==> config.mk <==
export PLATFORM = sky130hd
export DESIGN_NAME = sbs_front
export DESIGN_NICKNAME = d
export VERILOG_FILES = /design/src/design/sbs_pkg.sv /design/src/design/sbs_front.sv
export SDC_FILE = /design/constraint.sdc
export NUM_CORES = 1
export LEC_CHECK = 0
export BUFFER_PORTS_ARGS = -buffer_cell sky130_fd_sc_hd__buf_2
export CAP_MARGIN = 20
export CORE_AREA = 2 2 63 65
export DETAILED_ROUTE_END_ITERATION = 10
export DIE_AREA = 0 0 65 67
export PLACE_DENSITY = 0.76
export SYNTH_ARGS = -nofsm -noshare
export SYNTH_HDL_FRONTEND = slang
export SYNTH_SLANG_ARGS = --single-unit
export TNS_END_PERCENT = 10
==> constraint.sdc <==
create_clock -name clk -period 2.72 [get_ports clk]
set_input_delay 0.136 -clock clk [delete_from_list [all_inputs] [get_ports clk]]
set_output_delay 0.136 -clock clk [all_outputs]
set_load 0.02 [all_outputs]
==> src/design/sbs_pkg.sv <==
// ----------------------------------------------------------------------------
// sbs_pkg
// shared constants for the spectrum bar smoother
// ----------------------------------------------------------------------------
`default_nettype none
package sbs_pkg;
    localparam int VALUE_W  = 32;
    localparam int LEVEL_W  = 16;
    localparam int WEIGHT_W = 16;
    localparam int RANGE_W  = VALUE_W + 1;

    localparam logic [WEIGHT_W:0]   WEIGHT_ONE = 17'd65536;
    localparam logic [LEVEL_W-1:0]  LEVEL_MAX  = 16'hFFFF;
    localparam logic [33:0]         ROUND_HALF = 34'd32768;

    localparam logic [WEIGHT_W-1:0] ATTACK_RESET = 16'd52429;
    localparam logic [WEIGHT_W-1:0] DECAY_RESET  = 16'd5243;

    localparam logic CFG_ATTACK = 1'b0;
    localparam logic CFG_DECAY  = 1'b1;
endpackage
`default_nettype wire

==> src/design/sbs_front.sv <==
// ----------------------------------------------------------------------------
// sbs_front
// takes in bins, tracks the running range, frame length and bar cell size
// ----------------------------------------------------------------------------
`default_nettype none
module sbs_front #(
    parameter int MAX_BINS  = 1024,
    parameter int BAR_COUNT = 120,
    parameter int AW        = 10,
    parameter int CW        = 11,
    parameter int CMD_W     = 8
) (
    input  wire logic              clk,
    input  wire logic              rst_n,
    input  wire logic              accept,
    input  wire logic signed [31:0] bin_value,
    input  wire logic              last_bin,
    input  wire logic              song_start,
    output logic                   push,
    output logic [CMD_W-1:0]       cmd
);
    import sbs_pkg::*;

    localparam int RW = $clog2(BAR_COUNT);

    typedef struct packed {
        logic                store_en;
        logic [AW-1:0]       addr;
        logic [VALUE_W-1:0]  value;
        logic                frame_en;
        logic [CW-1:0]       len;
        logic [VALUE_W-1:0]  low;
        logic [RANGE_W-1:0]  range;
        logic                clr;
        logic [CW-1:0]       pool_w;
    } cmd_t;

    logic signed [31:0] hi_reg, lo_reg, hi_next, lo_next, h0, l0;
    logic [CW-1:0]      count_reg, count_next, prev_reg;
    logic [CW-1:0]      q_reg, q_next;
    logic [RW-1:0]      r_reg, r_next;
    logic               store;
    cmd_t               c;

    always_comb
    begin
        h0         = song_start ? 32'sd0 : hi_reg;
        l0         = song_start ? 32'sd0 : lo_reg;
        store      = (count_reg < CW'(MAX_BINS));
        hi_next    = h0;
        lo_next    = l0;
        count_next = count_reg;
        q_next     = q_reg;
        r_next     = r_reg;
        if (store)
        begin
            if (bin_value > h0)
            begin
                hi_next = bin_value;
            end
            if (bin_value < l0)
            begin
                lo_next = bin_value;
            end
            count_next = count_reg + CW'(1);
            if (r_reg == RW'(BAR_COUNT - 1))
            begin
                r_next = '0;
                q_next = q_reg + CW'(1);
            end
            else
            begin
                r_next = r_reg + RW'(1);
            end
        end
        c.store_en = store;
        c.addr     = count_reg[AW-1:0];
        c.value    = bin_value;
        c.frame_en = last_bin;
        c.len      = count_next;
        c.low      = lo_next;
        c.range    = {hi_next[31], hi_next} - {lo_next[31], lo_next};
        c.clr      = (count_next != prev_reg);
        c.pool_w   = (q_next == '0) ? CW'(1) : q_next;
    end

    assign push = accept && (store || last_bin);
    assign cmd  = c;

    always_ff @(posedge clk or negedge rst_n)
    begin
        if (!rst_n)
        begin
            hi_reg    <= '0;
            lo_reg    <= '0;
            count_reg <= '0;
            prev_reg  <= '0;
            q_reg     <= '0;
            r_reg     <= '0;
        end
        else if (accept)
        begin
            hi_reg <= hi_next;
            lo_reg <= lo_next;
            if (last_bin)
            begin
                count_reg <= '0;
                q_reg     <= '0;
                r_reg     <= '0;
                prev_reg  <= count_next;
            end
            else
            begin
                count_reg <= count_next;
                q_reg     <= q_next;
                r_reg     <= r_next;
            end
        end
    end
endmodule
`default_nettype wire

# After elaboration in Yosys (flattened, before gate mapping)
# Cells that the tools add are included.
[word_totals]
output_inout_bits = 9
ff_bits = 29
wordCells = 22
[classes]
n_addsub = 3
n_reduce_logical = 5
n_lt_le_gt_ge = 1
n_mux = 9
eq_ne = 1
[ops]
columns = ["operator", "count"]
rows = [
  ["2-to-1 mux 11 bit", 5],
  ["adder 11 x 1 -> 11 bit (second input constant)", 2],
  ["2-to-1 mux 7 bit", 3],
  ["zero test 11 bit", 1],
  ["< comparator 11 bit (second input constant)", 1],
  ["2-to-1 mux 8 bit", 1],
  ["adder 7 x 1 -> 7 bit (second input constant)", 1],
  ["== test 7 bit (second input constant)", 1],
  ["AND reduction 2 bit", 1],
  ["nonzero test 2 bit", 1],
  ["logical AND 1 bit", 1],
  ["logical OR 1 bit", 1],
]

# Longest topological paths before layout
[depth]
depth_word = 5
ltp_mapped = 9

# Worst setup path before layout
# Ideal clock, no wire load.
[synth_path]
path_kind = "flip-flop to output port"
startpoint = "reg r_reg[0]"
endpoint = "out cmd[0]"
t_arrival_ns = 1.972
path_slack_ns = 0.612
path_stages_with_launch = 8
path_buffers = 1
cell_sequence = "dfrtp_1 ha_1 nand4b_4 nor4_4 and2_2 a41oi_1 o31ai_2 buf_4"
[synth_rtl]
columns = ["element", "line_no", "rtl"]
rows = [
  ["start, declared", "sbs_front.sv:41", "logic [RW-1:0] r_reg, r_next;"],
  ["start signal, assigned", "sbs_front.sv:116", "r_reg <= r_next;"],
  ["end, declared", "sbs_front.sv:20", "output logic [CMD_W-1:0] cmd"],
]

# Final worst setup path
[layout_path]
startpoint = "reg r_reg[1]"
endpoint = "out cmd[0]"
[layout_between]
elab_chain_len = 5
[layout_rtl]
columns = ["element", "line_no", "rtl"]
rows = [
  ["== test 7 bit (*)", "sbs_front.sv:66", "if (r_reg == RW'(BAR_COUNT - 1))"],
  ["2-to-1 mux 11 bit (*)", "sbs_front.sv:66", ""],
  ["2-to-1 mux 11 bit (*)", "sbs_front.sv:55", "if (store)"],
  ["zero test 11 bit", "sbs_front.sv:84", "c.pool_w = (q_next == '0) ? CW'(1) : q_next;"],
  ["2-to-1 mux 8 bit (*)", "sbs_front.sv:84", ""],
]
# Mark *: on every way between the ends. The rest lies on a longest branch, timed or not.

==> results.md <==
* Count of different cell masters after synthesis at 40
* Row cnt at 22
* Placement-stage cell area at about 0.0019 sq mm
* Total Wirelength at 3.80 mm
* Core region area at 0.00361 sq mm
* Sum of buffers and inverters on the critical path at 1
* Element type at the critical path start: flop
* Synthesis-stage register bit count at 29
* Fin crit share at 0.948
* Sequential Area at 727 sq um
* Gate Count Post-Synth at 211
* Register clock-pin slew on the reported worst setup and hold paths at roughly 0.06 ns
* Summed instance area of the synthesized netlist at 0.00185 sq mm
* Number of H-tree levels at 2
* Diodes inserted at 0
* Number of port buffers at 12
* Critical path's slowest cell: sky130_fd_sc_hd__dfrtp_1
* Worst endpoint required time at ~2.6 ns
* Cells traversed along the worst timing path: ha_2, nand4b_4, nor4_2, xor2_1, nor3_1, nand3_1, o31ai_2, buf_2
* Buffer cell driving the clock tree root: sky130_fd_sc_hd__clkbuf_8
* Setup clock skew after layout at 0.00362 ns
* Effective utilization at floorplan at 0.512
* Largest net degree at the start of global routing at 30
* HPWL after detailed placement at 2.56 mm
* Final hold violations at 0
* Share of the yosys chip area belonging to registers at 0.393
* Post-DRT Antenna Nets at 0
* Vertical die dimension at between 60 and 70 microns
* Number of enable-type register cells in the synthesized netlist at 0
* Total negative setup slack at 0 ns
* Leakage at 0.928 nW
* Clock tree from TritonCTS: yes
* Global placement routability congestion at 0.824
* Via count normalized by instance count at 5.63
* Clock network latency to the later pin of the worst-skew pair at 0.28 ns
* Number of fillers in the final layout at 326
* Kind of end point of the critical path: primary output
* Final total power at approximately 0.0013 W
* DRC violations left at 0
* Clock buffers created by TritonCTS at 5
* Max Cap Violations at 0
* Fraction of layout instances using a drive strength above 1 at 0.161
* Hold Crit Class: primary input to flop
* # IOs at 46
* Area of the multi-input gates at 1000 sq um
* Maximum net fanout on the critical path at 7
* Transition time at the pin with the least slew margin at 0.645 ns
* Prevailing post-synth register cell: sky130_fd_sc_hd__dfrtp_1
* Critical path's top delay family: simple AND/OR/NAND/NOR gates
* DR vias at 1498
* Average size of a mapped cell at 8.76 sq um
* Maximum clock path buffer count at 2
* Async SR Flop Fraction at 1.00
* PwrDens at about 650 mW/mm^2
* Post-route cell area at 0.00206 sq mm
* Final-report setup violation count at 0
* Net count after synthesis at 251
* Clock net sink count at 29
* Run status: finished clean
* Worst rel slew slack at 0.570
* Fmax achieved at around 0.39 GHz
* Worst VDD drop at 0.000406 V
* Number of antenna violations at the first check in global routing at 0
* First-pass GRT wire length at 6.46 mm
* Setup repair after global routing missed its margin: false
* Die width at around 65 microns
* NumNets Final at 257
* GRT Resource Usage Total at 0.197
* Signed area change from the synthesized netlist to the final layout at 11.4%
* Vias in the first global route at 1405
* Class of the most critical setup path: flop to primary output
* Count of TritonRoute iterations in the first routing pass at 4
* Critical path arrival at 2.44 ns
* Min Clock Period, post-route at 2.58 ns
* Initial drt markers at 73
* Yosys warns at 0
* Overall overflow remaining after global route at 0
* Number of pins exceeding their max-slew limit in the final report at 0
* Wire per inst at 14.3 microns
* Die footprint at between 0.004 and 0.005 sq mm
* Largest stage delay, worst path at 0.40 ns
==> final timing paths <==
kind	startpoint	endpoint	slack (ns)	cells past startpoint
max in group asynchronous	rst_n	r_reg[0]	1.86	2
worst max-delay path	r_reg[1]	cmd[0]	0.14	8
worst max register to register	count_reg[10]	count_reg[3]	0.69	7
min in group asynchronous	rst_n	q_reg[1]	0.41	2
worst min-delay path	last_bin	q_reg[1]	0.27	2
worst min register to register	count_reg[2]	count_reg[2]	0.54	1
==> where the power goes <==
part | switching (W) | leakage (nW) | internal, W
clock | 0.000175 | 0.0681 | 0.000364
sequential | 0.0000627 | 0.392 | 0.000475
combinational | 0.000151 | 0.468 | 0.000116
total | 0.000388 | 0.928 | 0.000955
==> timing repair <==
action	4_1_cts	5_1_grt
hold buffers	1	0
hold endpoints to repair	29	0
setup buffers	0	0
setup endpoints to repair	0	1
resized for setup	0	5
==> logic make-up (layout without fill, tap and decap cells) <==
kind of cell               after synthesis  after routing  share of synthesized area
adders and majority gates                3              3                     0.0203
buffers and inverters                   30             37                     0.0792
xor gates and xnor gates                20             20                     0.0948
and+or+nand+nor                         78             78                      0.227
muxes                                    2              2                     0.0122
AOI/OAI and AO/OA                       49             49                      0.173
DFF                                     29             29                      0.393
==> metrics by stage <==
stage / utilization / setup WS, ns / cells / hold slack (ns)
finish: 0.571 / 0.143 / 266 / 0.268
global route: 0.571 / 0.00566 / 266 / 0.283
CTS: 0.564 / 0.0361 / 266 / 0.260
detailed placement: 0.524 / 0.344 / 257 / 0.201
global placement: 0.524 / 0.355 / 257 / 0.198
floorplan: - / 0.612 / 211 / -0.160
==> final cells by class <==
type / instances / area share
Multi-Input combinational cell: 152 / 0.486
Clock inverter: 3 / 0.0316
Tap cell: 48 / 0.0292
Sequential cell: 29 / 0.353
Timing Repair Buffer: 15 / 0.0413
Clock buffer: 5 / 0.0334
Inverter: 14 / 0.0255
==> cell usage after synthesis, types with 2 or more instances <==
cell                        number  share of area
sky130_fd_sc_hd__and3_1          5          0.017
sky130_fd_sc_hd__dfrtp_1        29           0.39
sky130_fd_sc_hd__buf_2           2         0.0054
sky130_fd_sc_hd__o22ai_1         9          0.030
sky130_fd_sc_hd__a21o_1          2         0.0081
sky130_fd_sc_hd__mux2_2          2          0.012
sky130_fd_sc_hd__buf_4           8          0.032
sky130_fd_sc_hd__inv_1          14          0.028
sky130_fd_sc_hd__xor2_1         10          0.047
sky130_fd_sc_hd__nor2_1         25          0.051
sky130_fd_sc_hd__o2bb2ai_1       4          0.019
sky130_fd_sc_hd__a22o_1          3          0.014
sky130_fd_sc_hd__ha_1            3          0.020
sky130_fd_sc_hd__clkbuf_1        5          0.010
sky130_fd_sc_hd__nor3_1         10          0.027
sky130_fd_sc_hd__o21ai_0         3         0.0081
sky130_fd_sc_hd__a21oi_1        17          0.046
sky130_fd_sc_hd__xnor2_1        10          0.047
sky130_fd_sc_hd__a31oi_1         3          0.010
sky130_fd_sc_hd__nand2_1        14          0.028
sky130_fd_sc_hd__nand3_1         6          0.016
sky130_fd_sc_hd__a31o_2          2         0.0095
sky130_fd_sc_hd__nand4_1         8          0.027
==> cells in the final DEF (no fill, tap or decap), types with 3 or more instances in the layout <==
| master | Yosys | final |
|---|---|---|
| sky130_fd_sc_hd__a31oi_1 | 3 | 3 |
| sky130_fd_sc_hd__xnor2_1 | 10 | 10 |
| sky130_fd_sc_hd__nand2_1 | 14 | 14 |
| sky130_fd_sc_hd__a22o_1 | 3 | 3 |
| sky130_fd_sc_hd__nand3_1 | 6 | 6 |
| sky130_fd_sc_hd__nor2_1 | 25 | 25 |
| sky130_fd_sc_hd__xor2_1 | 10 | 10 |
| sky130_fd_sc_hd__clkbuf_8 | 0 | 5 |
| sky130_fd_sc_hd__nand4_1 | 8 | 8 |
| sky130_fd_sc_hd__inv_1 | 14 | 14 |
| sky130_fd_sc_hd__and3_1 | 5 | 5 |
| sky130_fd_sc_hd__o21ai_0 | 3 | 3 |
| sky130_fd_sc_hd__o22ai_1 | 9 | 9 |
| sky130_fd_sc_hd__nor3_1 | 10 | 10 |
| sky130_fd_sc_hd__o2bb2ai_1 | 4 | 4 |
| sky130_fd_sc_hd__dfrtp_1 | 29 | 28 |
| sky130_fd_sc_hd__buf_2 | 2 | 12 |
| sky130_fd_sc_hd__a21oi_1 | 17 | 17 |
==> per-layer routing <==
metal | track usage | up-vias | share of wire
li1 | - | 755 | -
met1 | 0.245 | 699 | 0.46
met2 | 0.331 | 38 | 0.48
met3 | 0.0557 | 6 | 0.049
met4 | 0.0612 | 0 | 0.011
met5 | 0 | - | 0
==> worst register-to-register path, delay by kind of cell (launching register included) <==
family	cells	cell delay [ns]
DFF	1	0.61
and+or+nand+nor	3	0.43
buffers and inverters	2	0.42
AOI/OAI and AO/OA	1	0.29
xor gates and xnor gates	1	0.17
No activity file was read; power rests on OpenSTA's default activity.
