==> src/design/sbs_cmd_fifo.sv <==
// ----------------------------------------------------------------------------
// sbs_cmd_fifo
// two-entry command queue between the front and back parts
// ----------------------------------------------------------------------------
`default_nettype none
module sbs_cmd_fifo #(
    parameter int W = 8
) (
    input  wire logic         clk,
    input  wire logic         rst_n,
    input  wire logic         push,
    input  wire logic [W-1:0] push_data,
    input  wire logic         pop,
    output logic              not_empty,
    output logic              full,
    output logic [W-1:0]      head
);
    logic [W-1:0] mem_reg [2];
    logic         wr_ptr_reg;
    logic         rd_ptr_reg;
    logic [1:0]   cnt_reg;
    logic [1:0]   cnt_next;

    assign not_empty = (cnt_reg != 2'd0);
    assign full      = (cnt_reg == 2'd2);
    assign head      = mem_reg[rd_ptr_reg];

    always_comb
    begin
        cnt_next = cnt_reg;
        if (push && !(pop && not_empty))
        begin
            cnt_next = cnt_reg + 2'd1;
        end
        else if (!push && pop && not_empty)
        begin
            cnt_next = cnt_reg - 2'd1;
        end
    end

    always_ff @(posedge clk or negedge rst_n)
    begin
        if (!rst_n)
        begin
            wr_ptr_reg <= 1'b0;
            rd_ptr_reg <= 1'b0;
            cnt_reg    <= 2'd0;
        end
        else
        begin
            cnt_reg <= cnt_next;
            if (push)
            begin
                wr_ptr_reg <= ~wr_ptr_reg;
            end
            if (pop && not_empty)
            begin
                rd_ptr_reg <= ~rd_ptr_reg;
            end
        end
    end

    always_ff @(posedge clk)
    begin
        if (push)
        begin
            mem_reg[wr_ptr_reg] <= push_data;
        end
    end
endmodule
`default_nettype wire

==> config.mk <==
export PLATFORM = sky130hd
export DESIGN_NAME = sbs_cmd_fifo
export DESIGN_NICKNAME = d
export VERILOG_FILES = /design/src/design/sbs_cmd_fifo.sv
export SDC_FILE = /design/constraint.sdc
export NUM_CORES = 1
export LEC_CHECK = 0
export ABC_AREA = 1
export CAP_MARGIN = 25
export CELL_PAD_IN_SITES_DETAIL_PLACEMENT = 0
export CELL_PAD_IN_SITES_GLOBAL_PLACEMENT = 1
export CORE_ASPECT_RATIO = 1.25
export CORE_UTILIZATION = 45
export DETAILED_ROUTE_END_ITERATION = 12
export DONT_BUFFER_PORTS = 1
export MAX_ROUTING_LAYER = met4
export PLACE_DENSITY = 0.79
export SYNTH_ARGS = -nofsm -noshare
export SYNTH_HDL_FRONTEND = slang
export SYNTH_SLANG_ARGS = --single-unit
==> constraint.sdc <==
create_clock -name clk -period 1.3 [get_ports clk]
set_input_delay 0.13 -clock clk [delete_from_list [all_inputs] [get_ports clk]]
set_output_delay 0.13 -clock clk [all_outputs]
set_load 0.02 [all_outputs]
# ---- After elaboration in Yosys (flattened, before gate mapping)
# Memories as Yosys holds them, arrays and structs flattened.
# Cells that the tools add are included.
dict set report op_classes {
  n_addsub 2
  n_mul 0
  div 0
  magnitude_cmp 0
  n_eq_ne 1
  n_shift 0
  mux 4
  n_bitwise 2
  n_reduce_logical 8
}
# op count
set ops {}
lappend ops {{logical AND 1 bit} 4}
lappend ops {{2-to-1 mux 2 bit} 2}
lappend ops {{nonzero test 2 bit} 2}
lappend ops {{adder 2 x 1 -> 2 bit (second input constant)} 1}
lappend ops {{equality test 2 bit (second input constant)} 1}
lappend ops {{logical NOT 1 bit} 2}
lappend ops {{2-to-1 mux 1 bit} 2}
lappend ops {{inverter 1 bit} 2}
lappend ops {{subtractor 2 x 1 -> 2 bit (second input constant)} 1}
dict set report totals {
  reg_bits 4
  latchBits 0
  ram_bits 16
  romBits 0
  output_inout_bits 10
  elab_cells 21
  mem_count 1
}
# memory words width read_ports rd_clocked_by_memory_dff write_ports line
set memory_table {}
lappend memory_table {mem_reg 2 8 1 0 1 18} ;# logic [W-1:0] mem_reg [2];

# ---- Logic depth before layout (Yosys ltp)
# Gate-level depths: netlist of run 1.
dict set report depth {
  depth_word 5
  depth_mapped 7
  depth_no_buf 7
}

# ---- Least setup slack after synthesis of run 1
# OpenSTA, ideal clock, no wires.
dict set report synth_path {
  path_kind {reg2reg}
  startpoint {register wr_ptr_reg}
  endpoint {memory mem_reg[0][0] (enable)}
  setup_ns 0.370
  arrival_ns 0.773
  t_required_ns 0.930
  path_slack_ns 0.157
  path_stages_with_launch 2
  path_buffers 0
  synth_period_minus_slack_ns 1.143
  path_cell_list {dfrtp_1 -> nor2_1}
}
# item line
set synth_rtl {}
lappend synth_rtl {{start: declaration} 19} ;# logic wr_ptr_reg;
lappend synth_rtl {{start signal: assignment} 54} ;# wr_ptr_reg <= ~wr_ptr_reg;
lappend synth_rtl {{end: declaration} 18}
# No word-level cell before the write port.

# ---- Final worst setup path of run 1
dict set report layout_path {
  startpoint {register cnt_reg[1]}
  endpoint {output port full}
}
dict set report layout_between {
  elab_chain_len 1
}
# item line
set layout_lines {}
lappend layout_lines {{start: declaration} 21} ;# logic [1:0] cnt_reg;
lappend layout_lines {{start signal: assignment} 51} ;# cnt_reg <= cnt_next;
lappend layout_lines {{equality test 2 bit} 25} ;# assign full = (cnt_reg == 2'd2);
lappend layout_lines {{end: declaration} 15} ;# output logic full,
# No other way between the ends.

==> qor.csv, run 1 <==
metric;value;unit
run status;complete, no violations;
hold_ws;48.6;ps
CP endpoint kind;output port;
CTS sink count;20;
Total GRT Usage;16.2;%
CTS tree;built;
Slowest cell on crit path;dfrtp_1;
#FFs+latches synth;20;
first-pass GRT wire length;2100;um
PwrDens;2210;nW/um2
CTS Buf Count;3;
# nets final;97;
Net Count, Synth;79;
FP Rows;16;
synthesis-to-finish area growth;25.5;%
total core area;1600;um2
Setup Buffers After CTS;0;
Die X;39.5;um
Post-Syn Instances;67;
Placed Area;828;um2
Remaining DRCs;0;
RSZ-0062 raised after global routing;false;
Worst VDD drop;1.32;mV
initial core utilization;49.4;%
syn_area_per_cell;11.8;um2
P_int;0.00138;W
Post-DP HPWL;847;um
Overall Power;0.00219;W
RD Place Congestion;0.680;
I/O Buffers;0;
Clock Power Share;22.4;%
Seq/Total Area, Yosys;73.4;%
Worst Path Max Fanout;3;
Finished Cell Area;992;um2
io pins;22;
net switching power figure;0.000809;W
vias post-DR;513;
die area;1930;um2
remaining antenna violation count;0;
CP max stage delay;400;ps
setup violators final;0;
largest net degree at the start of global routing;13;
initial antenna violation count;0;
commonest non-fill, non-tap cell in the layout;nand2_1;
Root Driver;clkbuf_4;
Fin Setup TNS;0;ps
WL/cell;12.1;um
Critical Path RT;1170;ps
Seq pwr share;43.7;%
Final Hold Fails;0;
Yosys warning total;0;
cell area after synthesis;791;um2
worst path cell trace;inv_1, nor2_1;
share of cells above drive strength 1;13.1;%
minimum clock period;1230;ps
worst rel slew slack;74.9;%
Max Buffers Root-to-Sink;2;
slew at the pin with the worst max-slew slack;375;ps
grt ovf;0;
Period Utilization, post-route;94.5;%
initial drt markers;7;
Die Height;48.9;um
synth unique cells;14;
Worst Setup Start Kind;flop;
Final Max Slew Viols;0;
kind of critical path;flop to output port;
Final Skew;4.17;ps
Diodes inserted;0;
max reg flops;16;
setup ws final;71.7;ps
HP Class;input port to flop;
Comb power frac;33.8;%
commonest cells after routing, fill and taps aside;30 x nand2_1, 16 x edfxtp_1, 11 x dlygate4sd3_1;
Vias/cell;5.03;
final WL;1240;um
DR pass1 iterations;4;
vias in the first global route;516;
P_leak;0.434;nW
Setup WS pre-CTS;241;ps
CTS clk-pin slew, worst paths;110;ps
fmax;814;MHz
H-tree levels;1;
switching part of the total;36.9;%
clock insertion delay at the later pin of the skew report;290;ps
max cap viols;0;
CP Data Arrival Time;1100;ps
power groups by stage:
stage               sequential [W]  combinational, W  clock [W]
finish                    0.000958          0.000741   0.000492
detailed placement        0.000967          0.000713          0
CTS                       0.000957          0.000750   0.000500
floorplan                 0.000945          0.000597          0
global placement          0.000960          0.000696          0
global route              0.000973          0.000827   0.000526
critical path, delay by kind of cell (launching register included):
| kind | cells | cell delay [ps] |
|---|---|---|
| flops | 1 | 400 |
| buf+inv | 1 | 90 |
| simple gates | 1 | 310 |
worst paths after layout:
kind	to	from	slack, ps	depth (start not counted)
worst max-delay path	full	cnt_reg[1]	70	2
worst min-delay path	rd_ptr_reg	pop	50	2
worst max register to register	cnt_reg[1]	cnt_reg[0]	210	7
worst min register to register	wr_ptr_reg	wr_ptr_reg	510	1
max in group asynchronous	cnt_reg[1]	rst_n	1040	1
min in group asynchronous	cnt_reg[0]	rst_n	90	1
through the flow:
step	util, %	instances
after floorplan	-	67
after global placement	51.7	87
after detailed placement	51.7	87
after CTS	62.0	102
after global routing	62.0	102
final	62.0	102
cell usage after synthesis:
cell | number | area share, %
nand2_1 | 30 | 14
edfxtp_1 | 16 | 61
dfrtp_1 | 4 | 13
inv_1 | 4 | 1.9
xor2_1 | 3 | 3.3
nor2_1 | 2 | 0.95
buf_4 | 1 | 0.95
clkinv_1 | 1 | 0.47
inv_2 | 1 | 0.47
nand2_2 | 1 | 0.79
nand3_1 | 1 | 0.63
nand3_2 | 1 | 1.3
o21ai_1 | 1 | 0.63
o31ai_1 | 1 | 0.95
per-layer routing:
layer / track usage, % / wire length [um]
met1: 17.9 / 535
met2: 25.7 / 638
met4: 8.62 / 18
met5: - / 0
met3: 4.11 / 45
cell type report:
cell class | count | area [um2]
clock inverters | 1 | 30.0
fillers | 143 | 609
well taps | 18 | 22.5
repair buffers | 14 | 133
flip-flops and latches | 20 | 581
multi-input cells | 40 | 180
clock buffers | 3 | 22.5
inverters | 6 | 23.8
kinds of logic (layout without fill, tap and decap cells):
group	after synthesis	after routing	share of synthesized area [%]
buffers and inverters	7	24	3.80
AND/OR/NAND/NOR	35	35	17.9
XOR/XNOR	3	3	3.32
AO/OA/AOI/OAI	2	2	1.58
flip-flops	20	20	73.4
repair_timing:
action / CTS / global route
hold endpoints to repair: 22 / 0
resized for setup: 1 / 0
hold buffers: 11 / 0
endpoints found under the setup margin: 8 / 0
No activity file was read; power rests on OpenSTA's default activity.
==> run 2, diff against run 1 <==
Settings changed: CORE_ASPECT_RATIO 1.25 to unset.
==> run 2 against run 1 <==
Against the previous run: the flow now finishes with violations (design-rule violations); core utilization rose by 0.98 points; clock power barely moved; sequential power barely moved; non-clock buffer count did not move; power rose by 0.33%; critical endpoint is now head[3]; highest routed layer unchanged.
==> qor.csv, run 2 (synthesized netlist as in run 1, its figures left out) <==
metric;value;unit;change
run status;complete, but fails checks;;was complete, no violations
failing checks;design-rule violations;;
DR pass1 iterations;8;;was 4
Worst Path Max Fanout;8;;was 3
minimum clock period;1230;ps;about the same
CTS tree;built;;unchanged
Die X;43.9;um;was 39.5 um
Root Driver;clkbuf_4;;unchanged
vias in the first global route;484;;was 516
Diodes inserted;0;;unchanged
share of cells above drive strength 1;14.3;%;was 13.1%
worst path cell trace;buf_4, nand2_1, nand2_1;;was inv_1, nor2_1
Final Hold Fails;0;;unchanged
Total GRT Usage;16.6;%;was 16.2%
Max Buffers Root-to-Sink;2;;unchanged
synthesis-to-finish area growth;25.5;%;unchanged
RSZ-0062 raised after global routing;false;;unchanged
HP Class;input port to flop;;unchanged
fmax;815;MHz;was 814 MHz
Remaining DRCs;1;;was 0
H-tree levels;1;;unchanged
commonest cells after routing, fill and taps aside;29 x nand2_1, 16 x edfxtp_1, 11 x dlygate4sd3_1;;was 30 x nand2_1, 16 x edfxtp_1, 11 x dlygate4sd3_1
vias post-DR;507;;was 513
commonest non-fill, non-tap cell in the layout;nand2_1;;unchanged
Vias/cell;5.07;;was 5.03
CTS Buf Count;3;;unchanged
Worst VDD drop;1.20;mV;was 1.32 mV
worst rel slew slack;74.8;%;was 74.9%
Buf+Inv Stages, Crit Path;1;;unchanged
die area;1930;um2;about the same
initial antenna violation count;0;;unchanged
Crit path max-delay family;flip-flops;;unchanged
Final Skew;5.38;ps;was 4.17 ps
largest net degree at the start of global routing;13;;unchanged
remaining antenna violation count;0;;unchanged
hold wc startpoint;pop;;unchanged
Die Height;43.9;um;was 48.9 um
CP max stage delay;410;ps;was 400 ps
CP endpoint kind;output port;;unchanged
Final Max Slew Viols;0;;unchanged
Post-DP HPWL;859;um;was 847 um
max cap viols;0;;unchanged
initial core utilization;50.2;%;was 49.4%
total core area;1580;um2;was 1600 um2
first-pass GRT wire length;2110;um;was 2100 um
# fillers;143;;unchanged
initial drt markers;8;;was 7
Final Util;62.9;%;was 62.0%
area of the multi-input gates;183;um2;was 180 um2
R2R Setup Slk;240;ps;was 210 ps
Crit. Startpoint;rd_ptr_reg;;was cnt_reg[1]
final WL;1300;um;was 1240 um
placed instance count;85;;was 87
grt ovf;0;;unchanged
WL/cell;13.0;um;was 12.1 um
R2R Path Start;cnt_reg[0];;unchanged
I/O Buffers;0;;unchanged
Worst Setup Start Kind;flop;;unchanged
Critical Path RT;1170;ps;about the same
FP Rows;14;;was 16
hold_ws;36.9;ps;was 48.6 ps
RD Place Congestion;0.773;;was 0.680
Slowest cell on crit path;dfrtp_1;;unchanged
CTS sink count;20;;unchanged
clock insertion delay at the later pin of the skew report;300;ps;was 290 ps
CP Data Arrival Time;1100;ps;about the same
slew at the pin with the worst max-slew slack;377;ps;was 375 ps
Period Utilization, post-route;94.4;%;was 94.5%
io pins;22;;unchanged
Overall Power;0.00220;W;was 0.00219 W
Non-Filler Instances;100;;was 102
P_leak;0.434;nW;about the same
PwrDens;2220;nW/um2;was 2210 nW/um2
setup violators final;0;;unchanged
kind of critical path;flop to output port;;unchanged
Setup Buffers After CTS;0;;unchanged
CTS clk-pin slew, worst paths;110;ps;about the same
Seq. cell area;581;um2;unchanged
# nets final;97;;unchanged
max reg flops;16;;unchanged
Fin Setup TNS;0;ps;unchanged
crit-path most repeated cell;nand2_1;;
-- run 2: cell count changes in the layout (fill, tap and decap cells not counted) --
cell | previous run | this run
nand2_1 | 30 | 29
nand2_2 | 1 | 2
-- run 2: metal layers --
layer / global-route usage (%) / up-vias / wire [um]
met5: - / - / 0
met4: 10.9 / 0 / 31
met3: 2.92 / 5 / 47
met2: 25.4 / 16 / 645
met1: 20.2 / 235 / 573
li1: - / 251 / -
-- run 2: final timing paths --
path	to	cells after the start
min in group asynchronous	cnt_reg[0]	1
min reg2reg	wr_ptr_reg	1
min	rd_ptr_reg	2
max	head[3]	3
max in group asynchronous	wr_ptr_reg	1
max reg2reg	cnt_reg[1]	6
-- run 2: power breakdown --
part / internal, W / total (W) / switching [W]
logic: 0.000203 / 0.000744 / 0.000542
clock network: 0.000312 / 0.000495 / 0.000184
registers: 0.000871 / 0.000959 / 0.0000879
total: 0.00139 / 0.00220 / 0.000813
-- run 2: timing repair --
action	CTS	global route
hold buffers	11	0
gates resized for setup	1	1
setup endpoints to repair	8	1
endpoints found under the hold margin	22	0
pin swaps	0	0
-- run 2: area by class of cell --
cell class / count / share of cell area, %
Timing Repair Buffer: 14 / 13.4
Multi-Input combinational cell: 40 / 18.4
Clock inverter: 1 / 3.03
Inverter: 6 / 2.40
Sequential cell: 20 / 58.5
Clock buffer: 3 / 2.27
Tap cell: 16 / 2.02
-- run 2: stage by stage --
stage	cell area, um2	setup slack [ps]
after floorplan	791	157
after global placement	826	234
after detailed placement	826	254
after CTS	990	56.3
after global routing	992	3.95
final	992	73.4
-- run 2: worst register-to-register path: stages (launching register included) --
cell     delay [ps]
dfrtp_1         450
o21ai_1         210
nand2_1          90
nand2_1          60
nand3_1          60
nand2_1          60
inv_1            30
==> run 3, diff against run 2 <==
Settings changed: REMOVE_ABC_BUFFERS set to 1.
==> run 3 against run 2 <==
Against the previous run: the flow still finishes with violations (design-rule violations); combinational power decreased by 1%; clock power decreased by 42%; worst hold slack got worse by 22 ps; clock skew increased by 1.5 ps; critical endpoint is now full; maximum frequency increased by 2.6%; critical path depth decreased by 2; sequential cell count unchanged; sequential power decreased by 0.8%; critical path type unchanged; non-clock buffer count decreased by 1.
==> qor.csv, run 3 (synthesized netlist as in run 1, its figures left out) <==
metric;value;unit;change
run status;complete, but fails checks;;unchanged
failing checks;design-rule violations;;unchanged
Setup WS pre-CTS;237;ps;was 254 ps
DR pass1 iterations;7;;was 8
synthesis-to-finish area growth;20.6;%;was 25.5%
area of the multi-input gates;180;um2;was 183 um2
Final Max Slew Viols;0;;unchanged
Root Driver;clkbuf_4;;unchanged
setup ws final;105;ps;was 73.4 ps
Crit path max-delay family;flip-flops;;unchanged
CP endpoint kind;output port;;unchanged
CTS sink count;20;;unchanged
Die X;43.9;um;unchanged
Die Height;43.9;um;unchanged
Final Skew;6.92;ps;was 5.38 ps
Buf+Inv Stages, Crit Path;0;;was 1
RD Place Congestion;0.804;;was 0.773
max cap viols;0;;unchanged
Slowest cell on crit path;dfrtp_1;;unchanged
Worst Path Max Fanout;5;;was 8
minimum clock period;1200;ps;was 1230 ps
P_leak;0.417;nW;was 0.434 nW
grt ovf;0;;unchanged
GR Util met1;17.3;%;was 20.2%
crit path capture;full;;was head[3]
Crit. Startpoint;cnt_reg[0];;was rd_ptr_reg
Worst VDD drop;0.893;mV;was 1.20 mV
CTS tree;built;;unchanged
initial antenna violation count;0;;unchanged
worst path cell trace;nor2_1;;was buf_4, nand2_1, nand2_1
Fin Setup TNS;0;ps;unchanged
Remaining DRCs;1;;unchanged
Critical Path RT;1170;ps;about the same
# fillers;136;;was 143
Worst Setup Start Kind;flop;;unchanged
remaining antenna violation count;0;;unchanged
H-tree levels;1;;unchanged
worst r2r path cells;6;;unchanged
clock insertion delay at the later pin of the skew report;290;ps;was 300 ps
CP Depth;1;;was 3
fmax;836;MHz;was 815 MHz
setup violators final;0;;unchanged
kind of critical path;flop to output port;;unchanged
vias post-DR;488;;was 507
RR Endpoint;cnt_reg[1];;unchanged
share of cells above drive strength 1;12.0;%;was 14.3%
Diodes inserted;0;;unchanged
CTS Buf Count;3;;unchanged
CTS clk-pin slew, worst paths;90;ps;was 110 ps
R2R Path Start;cnt_reg[0];;unchanged
largest net degree at the start of global routing;12;;was 13
Post-DP HPWL;848;um;was 859 um
Final Hold Fails;0;;unchanged
total core area;1580;um2;unchanged
initial drt markers;5;;was 8
die area;1930;um2;unchanged
max reg flops;16;;unchanged
Total GRT Usage;15.3;%;was 16.6%
WL/cell;12.1;um;was 13.0 um
Max Buffers Root-to-Sink;2;;unchanged
R2R Setup Slk;220;ps;was 240 ps
Seq. cell area;581;um2;unchanged
FP Rows;14;;unchanged
worst rel slew slack;75.3;%;was 74.8%
io pins;22;;unchanged
I/O Buffers;0;;unchanged
final WL;1200;um;was 1300 um
commonest cells after routing, fill and taps aside;30 x nand2_1, 16 x edfxtp_1, 10 x dlygate4sd3_1;;was 29 x nand2_1, 16 x edfxtp_1, 11 x dlygate4sd3_1
RSZ-0062 raised after global routing;false;;unchanged
initial core utilization;50.2;%;unchanged
commonest non-fill, non-tap cell in the layout;nand2_1;;unchanged
Vias/cell;4.93;;was 5.07
CP max stage delay;440;ps;was 410 ps
Period Utilization, post-route;92.0;%;was 94.4%
PwrDens;2070;nW/um2;was 2220 nW/um2
vias in the first global route;464;;was 484
grt peak-use layer;met2;;unchanged
# nets final;96;;was 97
first-pass GRT wire length;1940;um;was 2110 um
CP Data Arrival Time;1070;ps;was 1100 ps
met3 GRT Util;5.42;%;was 2.92%
M2 GR Usage;23.3;%;was 25.4%
slew at the pin with the worst max-slew slack;369;ps;was 377 ps
HP Class;input port to flop;;unchanged
[run 3: cell count changes in the layout (fill, tap and decap cells not counted), sizes merged]
cell and delta:
dlygate4sd3 -1, clkbuf +1, bufinv -1
[run 3: worst min-delay path: stages]
cell     delay [ps]
o31ai_1          50
nand2_1          60
inv_1            30
[run 3: cell type report]
cell class / count / area share [%]
sequential: 20 / 60.9
multi-input combinational: 40 / 18.9
timing repair buffer: 13 / 12.9
clock buffer: 4 / 2.76
inverter: 6 / 2.49
tap: 16 / 2.10
[run 3: how the worst min path moves through the flow]
stage          slack [ps]    endpoint  startpoint  cells after the start
2_1_floorplan        -170  cnt_reg[0]       rst_n                      0
3_3_place_gp         -170  cnt_reg[0]       rst_n                      0
3_5_place_dp         -170  cnt_reg[0]       rst_n                      0
4_1_cts                10  cnt_reg[1]         pop                      3
5_1_grt                10  cnt_reg[1]         pop                      3
6_report               20  cnt_reg[1]         pop                      3
[run 3: metrics by stage]
step	util (%)	total power, W	cell area [um2]	std cells	hold WS [ps]
after CTS	60.5	0.00200	953	99	11.2
after global placement	52.4	0.00166	826	85	-166
after detailed placement	52.4	0.00168	826	85	-165
after floorplan	-	0.00152	783	66	-166
after global routing	60.5	0.00212	953	99	10.7
final	60.5	0.00197	953	99	15.2
[run 3: timing repair]
item | 4_1_cts | 5_1_grt
endpoints found under the setup margin | 8 | 0
gates resized for setup | 1 | 0
buffers inserted | 0 | 0
hold buffers | 10 | 0
hold endpoints to repair | 21 | 0
[run 3: power by group]
group	internal [W]	switching (W)
registers	0.000871	0.0000803
logic	0.000198	0.000535
clock network	0.000119	0.000169
[run 3: per-layer routing]
metal	part of all wire (%)	wire, um
met1	43	520
met2	49	586
met3	4.9	59
met4	2.6	31
met5	0	0
